File: config.mk
export PLATFORM = sky130hd
export DESIGN_NAME = selective_repeat_sender_window_top
export DESIGN_NICKNAME = d
export VERILOG_FILES = /design/src/hw/rtl/srsw_pkg.sv /design/src/hw/rtl/selective_repeat_sender_window_top.sv /design/src/hw/rtl/srsw_ram.sv
export SDC_FILE = /design/constraint.sdc
export NUM_CORES = 1
export LEC_CHECK = 0
export ABC_AREA = 1
export ABC_CLOCK_PERIOD_IN_PS = 4600
export BUFFER_PORTS_ARGS = -buffer_cell sky130_fd_sc_hd__buf_2
export CORE_ASPECT_RATIO = 0.75
export CORE_MARGIN = 1
export CORE_UTILIZATION = 55
export CTS_CLUSTER_SIZE = 25
export DETAILED_ROUTE_END_ITERATION = 10
export MAX_ROUTING_LAYER = met4
export PLACE_DENSITY = 0.86
export SYNTH_ARGS = -nofsm -noshare
export SYNTH_HDL_FRONTEND = slang
export SYNTH_HIERARCHICAL = 1
export SYNTH_SLANG_ARGS = --single-unit
File: constraint.sdc
create_clock -name clk -period 4.6 [get_ports clk]
set_clock_uncertainty 0.2 [all_clocks]
set_input_delay 0.92 -clock clk [delete_from_list [all_inputs] [get_ports clk]]
set_output_delay 0.92 -clock clk [all_outputs]
set_load 0.01 [all_outputs]
File: src/hw/rtl/srsw_pkg.sv
// ----------------------------------------------------------------------------
// Selective-repeat sender window package
// Operation codes and sequencer states shared by the window logic.
// ----------------------------------------------------------------------------
package srsw_pkg;

  typedef enum logic [1:0] {
    OP_SEND    = 2'd0,
    OP_ACK     = 2'd1,
    OP_TIMEOUT = 2'd2,
    OP_NONE    = 2'd3
  } op_t;

  typedef enum logic [1:0] {
    ST_IDLE,
    ST_EXEC,
    ST_SCAN_RD,
    ST_SCAN_CHK
  } state_t;

endpackage

File: src/hw/rtl/selective_repeat_sender_window_top.sv
// ----------------------------------------------------------------------------
// Selective-repeat sender window
// Send, acknowledgement and timeout events against a window of stored slots.
// ----------------------------------------------------------------------------
// Send, timeout, refused and rejected transactions are registered, executed
// in ST_EXEC, and give a registered result strobe when the next one can start.
// An acknowledgement at the window base slides the base, reading then checking
// each passed slot (ST_SCAN_RD, ST_SCAN_CHK) up to the next sequence number or
// an unacknowledged slot. Results cannot be stalled. Synchronous reset clears
// the pointers, the full flag and the ack valid bits, not the payload memory.
module selective_repeat_sender_window_top
  import srsw_pkg::*;
#(
  parameter int SEQ_SPACE    = 8,
  parameter int WINDOW       = 4,
  parameter int PAYLOAD_BITS = 32
) (
  input  logic        clk,
  input  logic        rst_n,
  input  logic        start,
  output logic        busy,
  input  logic [1:0]  in_operation,
  input  logic [2:0]  in_seq_number,
  input  logic        in_ack_intact,
  input  logic [31:0] in_payload,
  output logic        out_valid,
  output logic        out_accepted,
  output logic        out_transmit,
  output logic [2:0]  out_packet_seq,
  output logic [31:0] out_packet_payload,
  output logic        out_timer_start,
  output logic        out_timer_stop,
  output logic [2:0]  out_window_base,
  output logic [2:0]  out_next_sequence,
  output logic        out_window_full
);

  localparam int SW    = $clog2(SEQ_SPACE);
  localparam int SXW   = (SW > 3) ? SW : 3;
  localparam int EFFW  = (WINDOW < SEQ_SPACE) ? WINDOW : (SEQ_SPACE - 1);
  localparam int PW_IN = (PAYLOAD_BITS < 32) ? PAYLOAD_BITS : 32;

  function automatic logic [SW-1:0] f_inc(input logic [SW-1:0] v);
    return (v == SW'(SEQ_SPACE - 1)) ? '0 : v + 1'b1;
  endfunction

  function automatic logic [SW-1:0] f_dist(input logic [SW-1:0] a,
                                           input logic [SW-1:0] b);
    logic [SW:0] d;
    d = {1'b0, a} - {1'b0, b};
    if (a < b) begin
      d = d + (SW+1)'(SEQ_SPACE);
    end
    return d[SW-1:0];
  endfunction

  function automatic logic [SW-1:0] f_idx(input logic [2:0] s);
    logic [SXW-1:0] x;
    x = SXW'(s);
    return x[SW-1:0];
  endfunction

  function automatic logic f_ok(input logic [2:0] s);
    return ({29'd0, s} < 32'(SEQ_SPACE));
  endfunction

  function automatic logic [2:0] f_out3(input logic [SW-1:0] v);
    logic [SXW-1:0] x;
    x = SXW'(v);
    return x[2:0];
  endfunction

  state_t state_r, state_nxt;
  logic [SW-1:0] base_r, base_nxt;
  logic [SW-1:0] next_r, next_nxt;
  logic [SW-1:0] cur_r, cur_nxt;
  logic [SW-1:0] cnt_r, cnt_nxt;
  logic          full_r, full_nxt;

  op_t         op_r;
  logic [2:0]  seq_r;
  logic        intact_r;
  logic [31:0] pay_r;

  logic [SEQ_SPACE-1:0] ack_vld_r;
  logic                 ack_vq_r;

  logic          ack_we, ack_wdata, ack_re, ack_rd;
  logic [SW-1:0] ack_waddr, ack_raddr;
  logic          pay_we, pay_re;
  logic [SW-1:0] pay_raddr;
  logic [PAYLOAD_BITS-1:0] pay_wdata, pay_rd, pay_src;

  logic          fin, r_acc, r_tx, r_tstart, r_tstop, r_from_mem;
  logic [SW-1:0] r_pseq;
  logic [SW-1:0] seq_idx, len;
  logic          acked_now;
  logic [31:0]   out_pay_nxt;

  logic        out_valid_r, out_accepted_r, out_transmit_r;
  logic [2:0]  out_packet_seq_r, out_window_base_r, out_next_sequence_r;
  logic [31:0] out_packet_payload_r;
  logic        out_timer_start_r, out_timer_stop_r, out_window_full_r;

  srsw_ram #(.WIDTH(PAYLOAD_BITS), .DEPTH(SEQ_SPACE), .AW(SW)) u_pay_ram (
    .clk   (clk),
    .we    (pay_we),
    .waddr (next_r),
    .wdata (pay_wdata),
    .re    (pay_re),
    .raddr (pay_raddr),
    .rdata (pay_rd)
  );

  srsw_ram #(.WIDTH(1), .DEPTH(SEQ_SPACE), .AW(SW)) u_ack_ram (
    .clk   (clk),
    .we    (ack_we),
    .waddr (ack_waddr),
    .wdata (ack_wdata),
    .re    (ack_re),
    .raddr (ack_raddr),
    .rdata (ack_rd)
  );

  assign seq_idx   = f_idx(seq_r);
  assign len       = f_dist(next_r, base_r);
  assign acked_now = ack_vq_r & ack_rd;
  assign busy      = (state_r != ST_IDLE);

  always_comb begin
    pay_wdata = '0;
    pay_wdata[PW_IN-1:0] = pay_r[PW_IN-1:0];
    pay_src = r_from_mem ? pay_rd : pay_wdata;
    out_pay_nxt = '0;
    if (r_tx) begin
      out_pay_nxt[PW_IN-1:0] = pay_src[PW_IN-1:0];
    end
  end

  always_comb begin
    state_nxt  = state_r;
    base_nxt   = base_r;
    next_nxt   = next_r;
    cur_nxt    = cur_r;
    cnt_nxt    = cnt_r;
    ack_we     = 1'b0;
    ack_waddr  = seq_idx;
    ack_wdata  = 1'b0;
    ack_re     = 1'b0;
    ack_raddr  = f_idx(in_seq_number);
    pay_we     = 1'b0;
    pay_re     = 1'b0;
    pay_raddr  = f_idx(in_seq_number);
    fin        = 1'b0;
    r_acc      = 1'b0;
    r_tx       = 1'b0;
    r_tstart   = 1'b0;
    r_tstop    = 1'b0;
    r_from_mem = 1'b0;
    r_pseq     = '0;
    case (state_r)
      ST_IDLE: begin
        if (start) begin
          ack_re    = 1'b1;
          pay_re    = 1'b1;
          state_nxt = ST_EXEC;
        end
      end
      ST_EXEC: begin
        case (op_r)
          OP_SEND: begin
            fin = 1'b1;
            state_nxt = ST_IDLE;
            if (!full_r) begin
              pay_we    = 1'b1;
              ack_we    = 1'b1;
              ack_waddr = next_r;
              ack_wdata = 1'b0;
              next_nxt  = f_inc(next_r);
              r_acc     = 1'b1;
              r_tx      = 1'b1;
              r_tstart  = 1'b1;
              r_pseq    = next_r;
            end
          end
          OP_ACK: begin
            fin = 1'b1;
            state_nxt = ST_IDLE;
            if (intact_r && f_ok(seq_r) && !acked_now &&
                (f_dist(seq_idx, base_r) < SW'(EFFW))) begin
              r_acc     = 1'b1;
              r_tstop   = 1'b1;
              r_pseq    = seq_idx;
              ack_we    = 1'b1;
              ack_waddr = seq_idx;
              ack_wdata = (seq_idx != base_r);
              if (seq_idx == base_r) begin
                fin       = 1'b0;
                state_nxt = ST_SCAN_RD;
                cur_nxt   = f_inc(base_r);
                cnt_nxt   = (len == '0) ? '0 : len - 1'b1;
              end
            end
          end
          OP_TIMEOUT: begin
            fin = 1'b1;
            state_nxt = ST_IDLE;
            if (f_ok(seq_r)) begin
              r_acc      = 1'b1;
              r_tx       = 1'b1;
              r_tstart   = 1'b1;
              r_from_mem = 1'b1;
              r_pseq     = seq_idx;
            end
          end
          default: begin
            fin = 1'b1;
            state_nxt = ST_IDLE;
          end
        endcase
      end
      ST_SCAN_RD: begin
        if (cnt_r == '0) begin
          base_nxt  = next_r;
          fin       = 1'b1;
          r_acc     = 1'b1;
          r_tstop   = 1'b1;
          r_pseq    = seq_idx;
          state_nxt = ST_IDLE;
        end else begin
          ack_re    = 1'b1;
          ack_raddr = cur_r;
          state_nxt = ST_SCAN_CHK;
        end
      end
      ST_SCAN_CHK: begin
        if (!acked_now) begin
          base_nxt  = cur_r;
          fin       = 1'b1;
          r_acc     = 1'b1;
          r_tstop   = 1'b1;
          r_pseq    = seq_idx;
          state_nxt = ST_IDLE;
        end else begin
          ack_we    = 1'b1;
          ack_waddr = cur_r;
          ack_wdata = 1'b0;
          cur_nxt   = f_inc(cur_r);
          cnt_nxt   = cnt_r - 1'b1;
          state_nxt = ST_SCAN_RD;
        end
      end
      default: begin
        state_nxt = ST_IDLE;
      end
    endcase
    full_nxt = (f_dist(next_nxt, base_nxt) == SW'(EFFW));
  end

  always_ff @(posedge clk) begin
    if (!rst_n) begin
      state_r     <= ST_IDLE;
      base_r      <= '0;
      next_r      <= '0;
      full_r      <= 1'b0;
      cur_r       <= '0;
      cnt_r       <= '0;
      ack_vld_r   <= '0;
      out_valid_r <= 1'b0;
    end else begin
      state_r     <= state_nxt;
      base_r      <= base_nxt;
      next_r      <= next_nxt;
      cur_r       <= cur_nxt;
      cnt_r       <= cnt_nxt;
      out_valid_r <= fin;
      if (fin) begin
        full_r <= full_nxt;
      end
      if (ack_we) begin
        ack_vld_r[ack_waddr] <= 1'b1;
      end
    end
  end

  always_ff @(posedge clk) begin
    if (start && !busy) begin
      op_r     <= op_t'(in_operation);
      seq_r    <= in_seq_number;
      intact_r <= in_ack_intact;
      pay_r    <= in_payload;
    end
    if (ack_re) begin
      ack_vq_r <= ack_vld_r[ack_raddr];
    end
    if (fin) begin
      out_accepted_r       <= r_acc;
      out_transmit_r       <= r_tx;
      out_packet_seq_r     <= f_out3(r_pseq);
      out_packet_payload_r <= out_pay_nxt;
      out_timer_start_r    <= r_tstart;
      out_timer_stop_r     <= r_tstop;
      out_window_base_r    <= f_out3(base_nxt);
      out_next_sequence_r  <= f_out3(next_nxt);
      out_window_full_r    <= full_nxt;
    end
  end

  assign out_valid          = out_valid_r;
  assign out_accepted       = out_accepted_r;
  assign out_transmit       = out_transmit_r;
  assign out_packet_seq     = out_packet_seq_r;
  assign out_packet_payload = out_packet_payload_r;
  assign out_timer_start    = out_timer_start_r;
  assign out_timer_stop     = out_timer_stop_r;
  assign out_window_base    = out_window_base_r;
  assign out_next_sequence  = out_next_sequence_r;
  assign out_window_full    = out_window_full_r;

  // The full flag always agrees with the distance between the pointers.
  a_full_consistent: assert property (@(posedge clk) disable iff (!rst_n)
    full_r == (f_dist(next_r, base_r) == SW'(EFFW)))
    else $error("full flag disagrees with window length");

  // Every result follows a cycle in which the sequencer was working.
  a_result_from_work: assert property (@(posedge clk) disable iff (!rst_n)
    out_valid |-> $past(busy))
    else $error("result strobe without a transaction in progress");

  // A transmitted packet is always an accepted transaction that starts a timer.
  a_tx_implies_start: assert property (@(posedge clk) disable iff (!rst_n)
    (out_valid && out_transmit) |-> (out_accepted && out_timer_start && !out_timer_stop))
    else $error("transmit without accepted timer start");

  // The base slide never runs past the number of outstanding slots.
  a_scan_bounded: assert property (@(posedge clk) disable iff (!rst_n)
    (state_r == ST_SCAN_CHK) |-> (cnt_r != '0))
    else $error("base slide scanned beyond the outstanding slots");

endmodule

File: src/hw/rtl/srsw_ram.sv
// ----------------------------------------------------------------------------
// Selective-repeat sender window RAM
// Simple dual-port synchronous RAM with one write port and one registered
// read port.
// ----------------------------------------------------------------------------
module srsw_ram #(
  parameter int WIDTH = 32,
  parameter int DEPTH = 8,
  parameter int AW    = 3
) (
  input  logic             clk,
  input  logic             we,
  input  logic [AW-1:0]    waddr,
  input  logic [WIDTH-1:0] wdata,
  input  logic             re,
  input  logic [AW-1:0]    raddr,
  output logic [WIDTH-1:0] rdata
);

  logic [WIDTH-1:0] mem [DEPTH];
  logic [WIDTH-1:0] rdata_r;

  always_ff @(posedge clk) begin
    if (we) begin
      mem[waddr] <= wdata;
    end
  end

  always_ff @(posedge clk) begin
    if (re) begin
      rdata_r <= mem[raddr];
    end
  end

  assign rdata = rdata_r;

endmodule
Yosys cells after proc, flatten, opt, wreduce, memory -nomap -nowiden
Memories as Yosys holds them, arrays and structs flattened. A register that Yosys moved wholly into a read port is not among the register bits.
Cells that the tools add are included.

storage, ports and cells
  flip-flop bits (word level) = 108
  bits in latches = 0
  bits in writable memories = 264
  bits in read-only memories = 0
  input port bits = 41
  memories kept = 2

memory list
  memory         words  width  rd ports  clocked after memory_dff  write ports  RTL line        source
  u_pay_ram.mem  8      32     1         1                         1            srsw_ram.sv:20  logic [WIDTH-1:0] mem [DEPTH];
  u_ack_ram.mem  8      1      1         1                         1            srsw_ram.sv:20

cells by class
  $add $sub $neg = 11
  multiply operators = 0
  divide/modulo/power cells = 0
  magnitude comparators = 7
  equal/unequal tests = 16
  shift operators = 0
  multiplexer cells = 81
  bitwise logic cells = 2
  reductions and logical operators = 13

operator list
  operator                                                              number
  3-bit two-way mux                                                     31
  32-bit two-way mux                                                    1
  1-bit two-way mux                                                     26
  3-bit case mux with 2 select lines                                    4
  3-bit by 1-bit adder with 3-bit output, second input constant         6
  3-bit case mux with 3 select lines                                    2
  3-bit == test, second input constant                                  4
  2-bit two-way mux                                                     6
  1-bit case mux with 3 select lines                                    4
  3-bit < comparator                                                    3
  3-bit subtractor                                                      3
  3-bit by 4-bit < comparator with 1-bit output, second input constant  2
  2-bit inequality test, second input constant                          4
  8-bit OR                                                              1
  1-bit case mux with 2 select lines                                    4
  2-bit case mux with 4 select lines                                    1
  2-bit == test, second input constant                                  3
  3-bit zero test                                                       2
  3-bit by 1-bit subtractor with 3-bit output, second input constant    2
  5-bit AND reduction                                                   1
  2-bit by 1-bit == test with 1-bit output, second input constant       2
  1-bit logical AND                                                     4
  2-bit zero test                                                       2
  2-bit nonzero test                                                    2
  9 further kinds                                                       10

Longest topological paths before layout
  depth after elaboration = 12
  depth in mapped cells = 18
  depth with buffers taken out = 18

Modules after synthesis
Netlist, hierarchy kept.

by module, submodules not included
  module                              times used  cells each  area each (um^2)
  srsw_ram at u_pay_ram               1           1156        12192.9
  selective_repeat_sender_window_top  1           490         4863.4
  srsw_ram at u_ack_ram               1           54          444.2

Worst setup path after synthesis
No wires, ideal clock.

  kind = input to register
  start = in start
  end = reg ack_vq_r (enable)
  arrival = 4.309 ns
  required time = 4.091 ns
  setup slack = -0.218 ns
  stages = 4
  buffers on the path = 0
  path through = inv_1 nor2_1 inv_1 nand2_1

on the way
  cells in the longest elaborated chain, start to end = 2

RTL lines
  item                                RTL line                                   source
  start: declaration                  selective_repeat_sender_window_top.sv:20   input logic start,
  1-bit two-way mux                   selective_repeat_sender_window_top.sv:163  if (start) begin
  1-bit case mux with 2 select lines  selective_repeat_sender_window_top.sv:161  case (state_r)
  via ack_re                          selective_repeat_sender_window_top.sv:88   logic ack_we, ack_wdata, ack_re, ack_rd;
  end signal: assignment              selective_repeat_sender_window_top.sv:294  ack_vq_r <= ack_vld_r[ack_raddr];
  end: declaration                    selective_repeat_sender_window_top.sv:86   logic ack_vq_r;

The timed path passes the listed nets, and every way through them passes these cells.
A chain may end at the register's enable or synchronous reset.

Final worst setup path
  start = reg op_r[0]
  end = mem u_pay_ram.mem[6][10] (enable)

on the way
  cells in the longest elaborated chain, start to end = 5

RTL lines
  item                                     RTL line                                   source
  start: declaration                       selective_repeat_sender_window_top.sv:80   op_t op_r;
  start signal: assignment                 selective_repeat_sender_window_top.sv:288  op_r <= op_t'(in_operation);
  2-bit zero test                          selective_repeat_sender_window_top.sv:170  case (op_r)
  1-bit two-way mux                        selective_repeat_sender_window_top.sv:170
  1-bit two-way mux                        selective_repeat_sender_window_top.sv:161
  via pay_we                               selective_repeat_sender_window_top.sv:90   logic pay_we, pay_re;
  1-bit two-way mux                        srsw_ram.sv:24                             if (we) begin
  1-bit two-way mux (not written as such)  srsw_ram.sv:25                             mem[waddr] <= wdata;
  end: declaration                         srsw_ram.sv:20

The timed path passes the listed nets, and every way through them passes these cells.

==> metrics <==
status=complete, no violations; Hold Crit Class=reg -> reg; Detail Route Antenna Nets=0; Reg power frac=a little over half; first-pass GRT wire length=about 60 mm; core area=between 0.03 and 0.04 mm^2; GR Overflow Total=0; root buf cell=clkbuf_16; switching share of power=21.44%; Mean Syn Cell Area=between 10 and 15 um^2; dpl ws=between 1000 and 1500 ps; Final #Nets=1840; Vias/cell=5.404; Final Max Tran Viols=0; post-CTS sizing=0; hold-fix buffers at CTS=0; Die Area=between 0.03 and 0.04 mm^2; Setup violations, final=0; Synth top area share=65.37%; Synth Net Count=1757; RD Place Congestion=just over 0.9; Die Span Y=about 160 um; Area growth syn-to-layout=12.05%; worst reg2reg path depth=6; # IOs=89; Clock transition at path regs=60 ps; Initial DRT Pass Iterations=6; die width=slightly above 200 um; diode count=0; leading post-synthesis cells by instance count=nand2_1, edfxtp_1, inv_1, nand3_1, a21oi_1; Yosys cell types=33; top fanout value on the critical path=22; GRT busiest layer=met2; grt met1 use=about a third; met2 Track Usage GR=~40%; Critical Path End Type=register; IO Port Bufs=88; row count=56; CTS Sinks=around 410; Area contributors post-synth=edfxtp_1, nand2_1, inv_1, nand3_1, dfxtp_1; Worst Hold Depth=2; Int Power=6.190 mW; clk buf depth=3; min-delay src=ack_vld_r[4]$_SDFFE_PN0P_; RSZ-0062 raised after global routing=false; Yosys top cell by area=edfxtp_1; largest net degree at the start of global routing=75; crit share post-route=between 70 and 80%; H-tree depth=2; post-synthesis sequential area ratio=between 60% and 70%; starting density of the core=between 50 and 60%; DP HPWL=22.23 mm; EDFF count, synth=around 380; hold worst-path end=ack_vld_r[4]$_SDFFE_PN0P_; DRC=0; fillers=about 2300; Fmax achieved=309.3 MHz; multi-input logic area=just over 0.004 mm^2; Reg2Reg Capture Point=u_pay_ram/mem[6][10]$_DFFE_PP_; initial DRC count=1497; Leak=8.714 nW; Final Hold Fails=0; Post-Route WL=~39 mm; Clk pwr share=41.6%; post-CTS setup repair buffer count=0; Inserted Clock Buffers=38; Warnings, synthesis=6; async set or reset register ratio after synthesis=0%; Slew HR=roughly 13%; register area=between 0.01 and 0.015 mm^2; share of cells above drive strength 1=11.48%; Syn Std Cell Area=between 0.015 and 0.02 mm^2; DR WL/cell=approximately 17 um; Final WS setup=1367 ps; Tmin final=approximately 3200 ps; worst slew pin tran=approximately 1300 ps; reg2reg start=op_r[0]$_DFFE_PP_; Peak supply drop=approximately 0.3 mV; CTS tree=built; logic gate share of total power=under 10%; vias in the first global route=between 10000 and 15000; TNS Setup=0 ps; M3 GR Usage=under 10%; Arr. time, crit path=roughly 3300 ps; Via Count=approximately 12000; clk_lat worst skew=530 ps; NetSw=1.689 mW; most common cell in the netlist=nand2_1; Worst R2R Setup Slack=roughly 1400 ps; worst endpoint required time=about 4600 ps; kind of start point of the critical path=register; Cells after Synth=1700; Max Cap Viol=0; initial antenna violation count=0; GRT Total Usage=24.87%; Overall Power=roughly 8 mW; pwr/cell area=401.8 mW/mm^2; main flop type after synthesis=edfxtp_1; CP Class=reg -> reg; Synth Register Bits=between 400 and 500
-- logic make-up after synthesis --
logic type | Yosys count | synth area share [%]
xor gates and xnor gates | 3 | 0.1502
adders and majority gates | 16 | 1.187
DFF | 405 | 68.12
buffers and inverters | 398 | 9.323
and+or+nand+nor | 803 | 18.87
AOI/OAI and AO/OA | 75 | 2.352
-- power groups by stage --
stage	combinational [mW]	sequential [mW]	clock [mW]
finish	0.403	4.19	3.28
global route	0.442	4.20	3.46
CTS	0.398	4.20	3.32
detailed placement	0.395	4.27	0
global placement	0.378	4.27	0
floorplan	0.252	4.27	0
-- metal layers --
layer / share of wire [%] / up-vias
li1: - / 5581
met1: 40 / 5622
met2: 47 / 680
met3: 10 / 103
met4: 2.9 / 0
met5: 0 / -
-- worst max path at each step --
stage,depth (start not counted),startpoint,end
floorplan,4,start,ack_vq_r$_DFFE_PP_
global placement,6,op_r[0]$_DFFE_PP_,u_pay_ram/mem[6][5]$_DFFE_PP_
detailed placement,6,op_r[0]$_DFFE_PP_,u_pay_ram/mem[6][1]$_DFFE_PP_
CTS,6,op_r[0]$_DFFE_PP_,u_pay_ram/mem[6][10]$_DFFE_PP_
global route,8,base_r[1]$_SDFF_PN0_,out_packet_payload[24]$_SDFFCE_PN0P_
finish,6,op_r[0]$_DFFE_PP_,u_pay_ram/mem[6][10]$_DFFE_PP_
-- final cells by class --
type / count / share of cell area (%)
timing repair buffer: 102 / 2.922
multi-input combinational: 897 / 20.55
inverter: 339 / 6.502
clock buffer: 40 / 4.996
sequential: 405 / 60.80
tap: 406 / 2.591
clock inverter: 29 / 1.640
-- critical path: stages, from the launching register on --
cell and delay (ps):
edfxtp_1 430, nor2_1 350, nand2_1 160, nor2_4 240, nand2_1 270, nor2_4 820, buf_4 410
-- flip-flops by register name, indices dropped and copies added (netlist names), 2 cells and up --
name                flops
ack_vld_r               8
base_r                  3
cnt_r                   3
cur_r                   3
next_r                  3
op_r                    2
out_next_sequence       3
out_packet_payload     32
out_packet_seq          3
out_window_base         3
pay_r                  32
seq_idx                 3
state_r                 2
u_ack_ram/mem           8
u_pay_ram/mem         256
u_pay_ram/rdata        32
-- through the flow --
step	instances	instance area, um^2	hold WS (ps)	util (%)
finish	2218	19610	263.2	62.75
global route	2218	19610	292.8	62.75
CTS	2218	19610	260.9	62.75
detailed placement	2149	18310	252.3	58.58
global placement	2149	18310	241.0	58.58
floorplan	1700	17500	230.1	-
-- placed cells by master (no fill, tap or decap), types with 24 or more instances in the layout --
cell	n
nor2_1	30
edfxtp_1	381
clkbuf_16	39
inv_1	324
nand3_1	161
buf_2	87
a21oi_1	56
dfxtp_1	24
nand2_1	580
(Power assumes the default switching activity.)
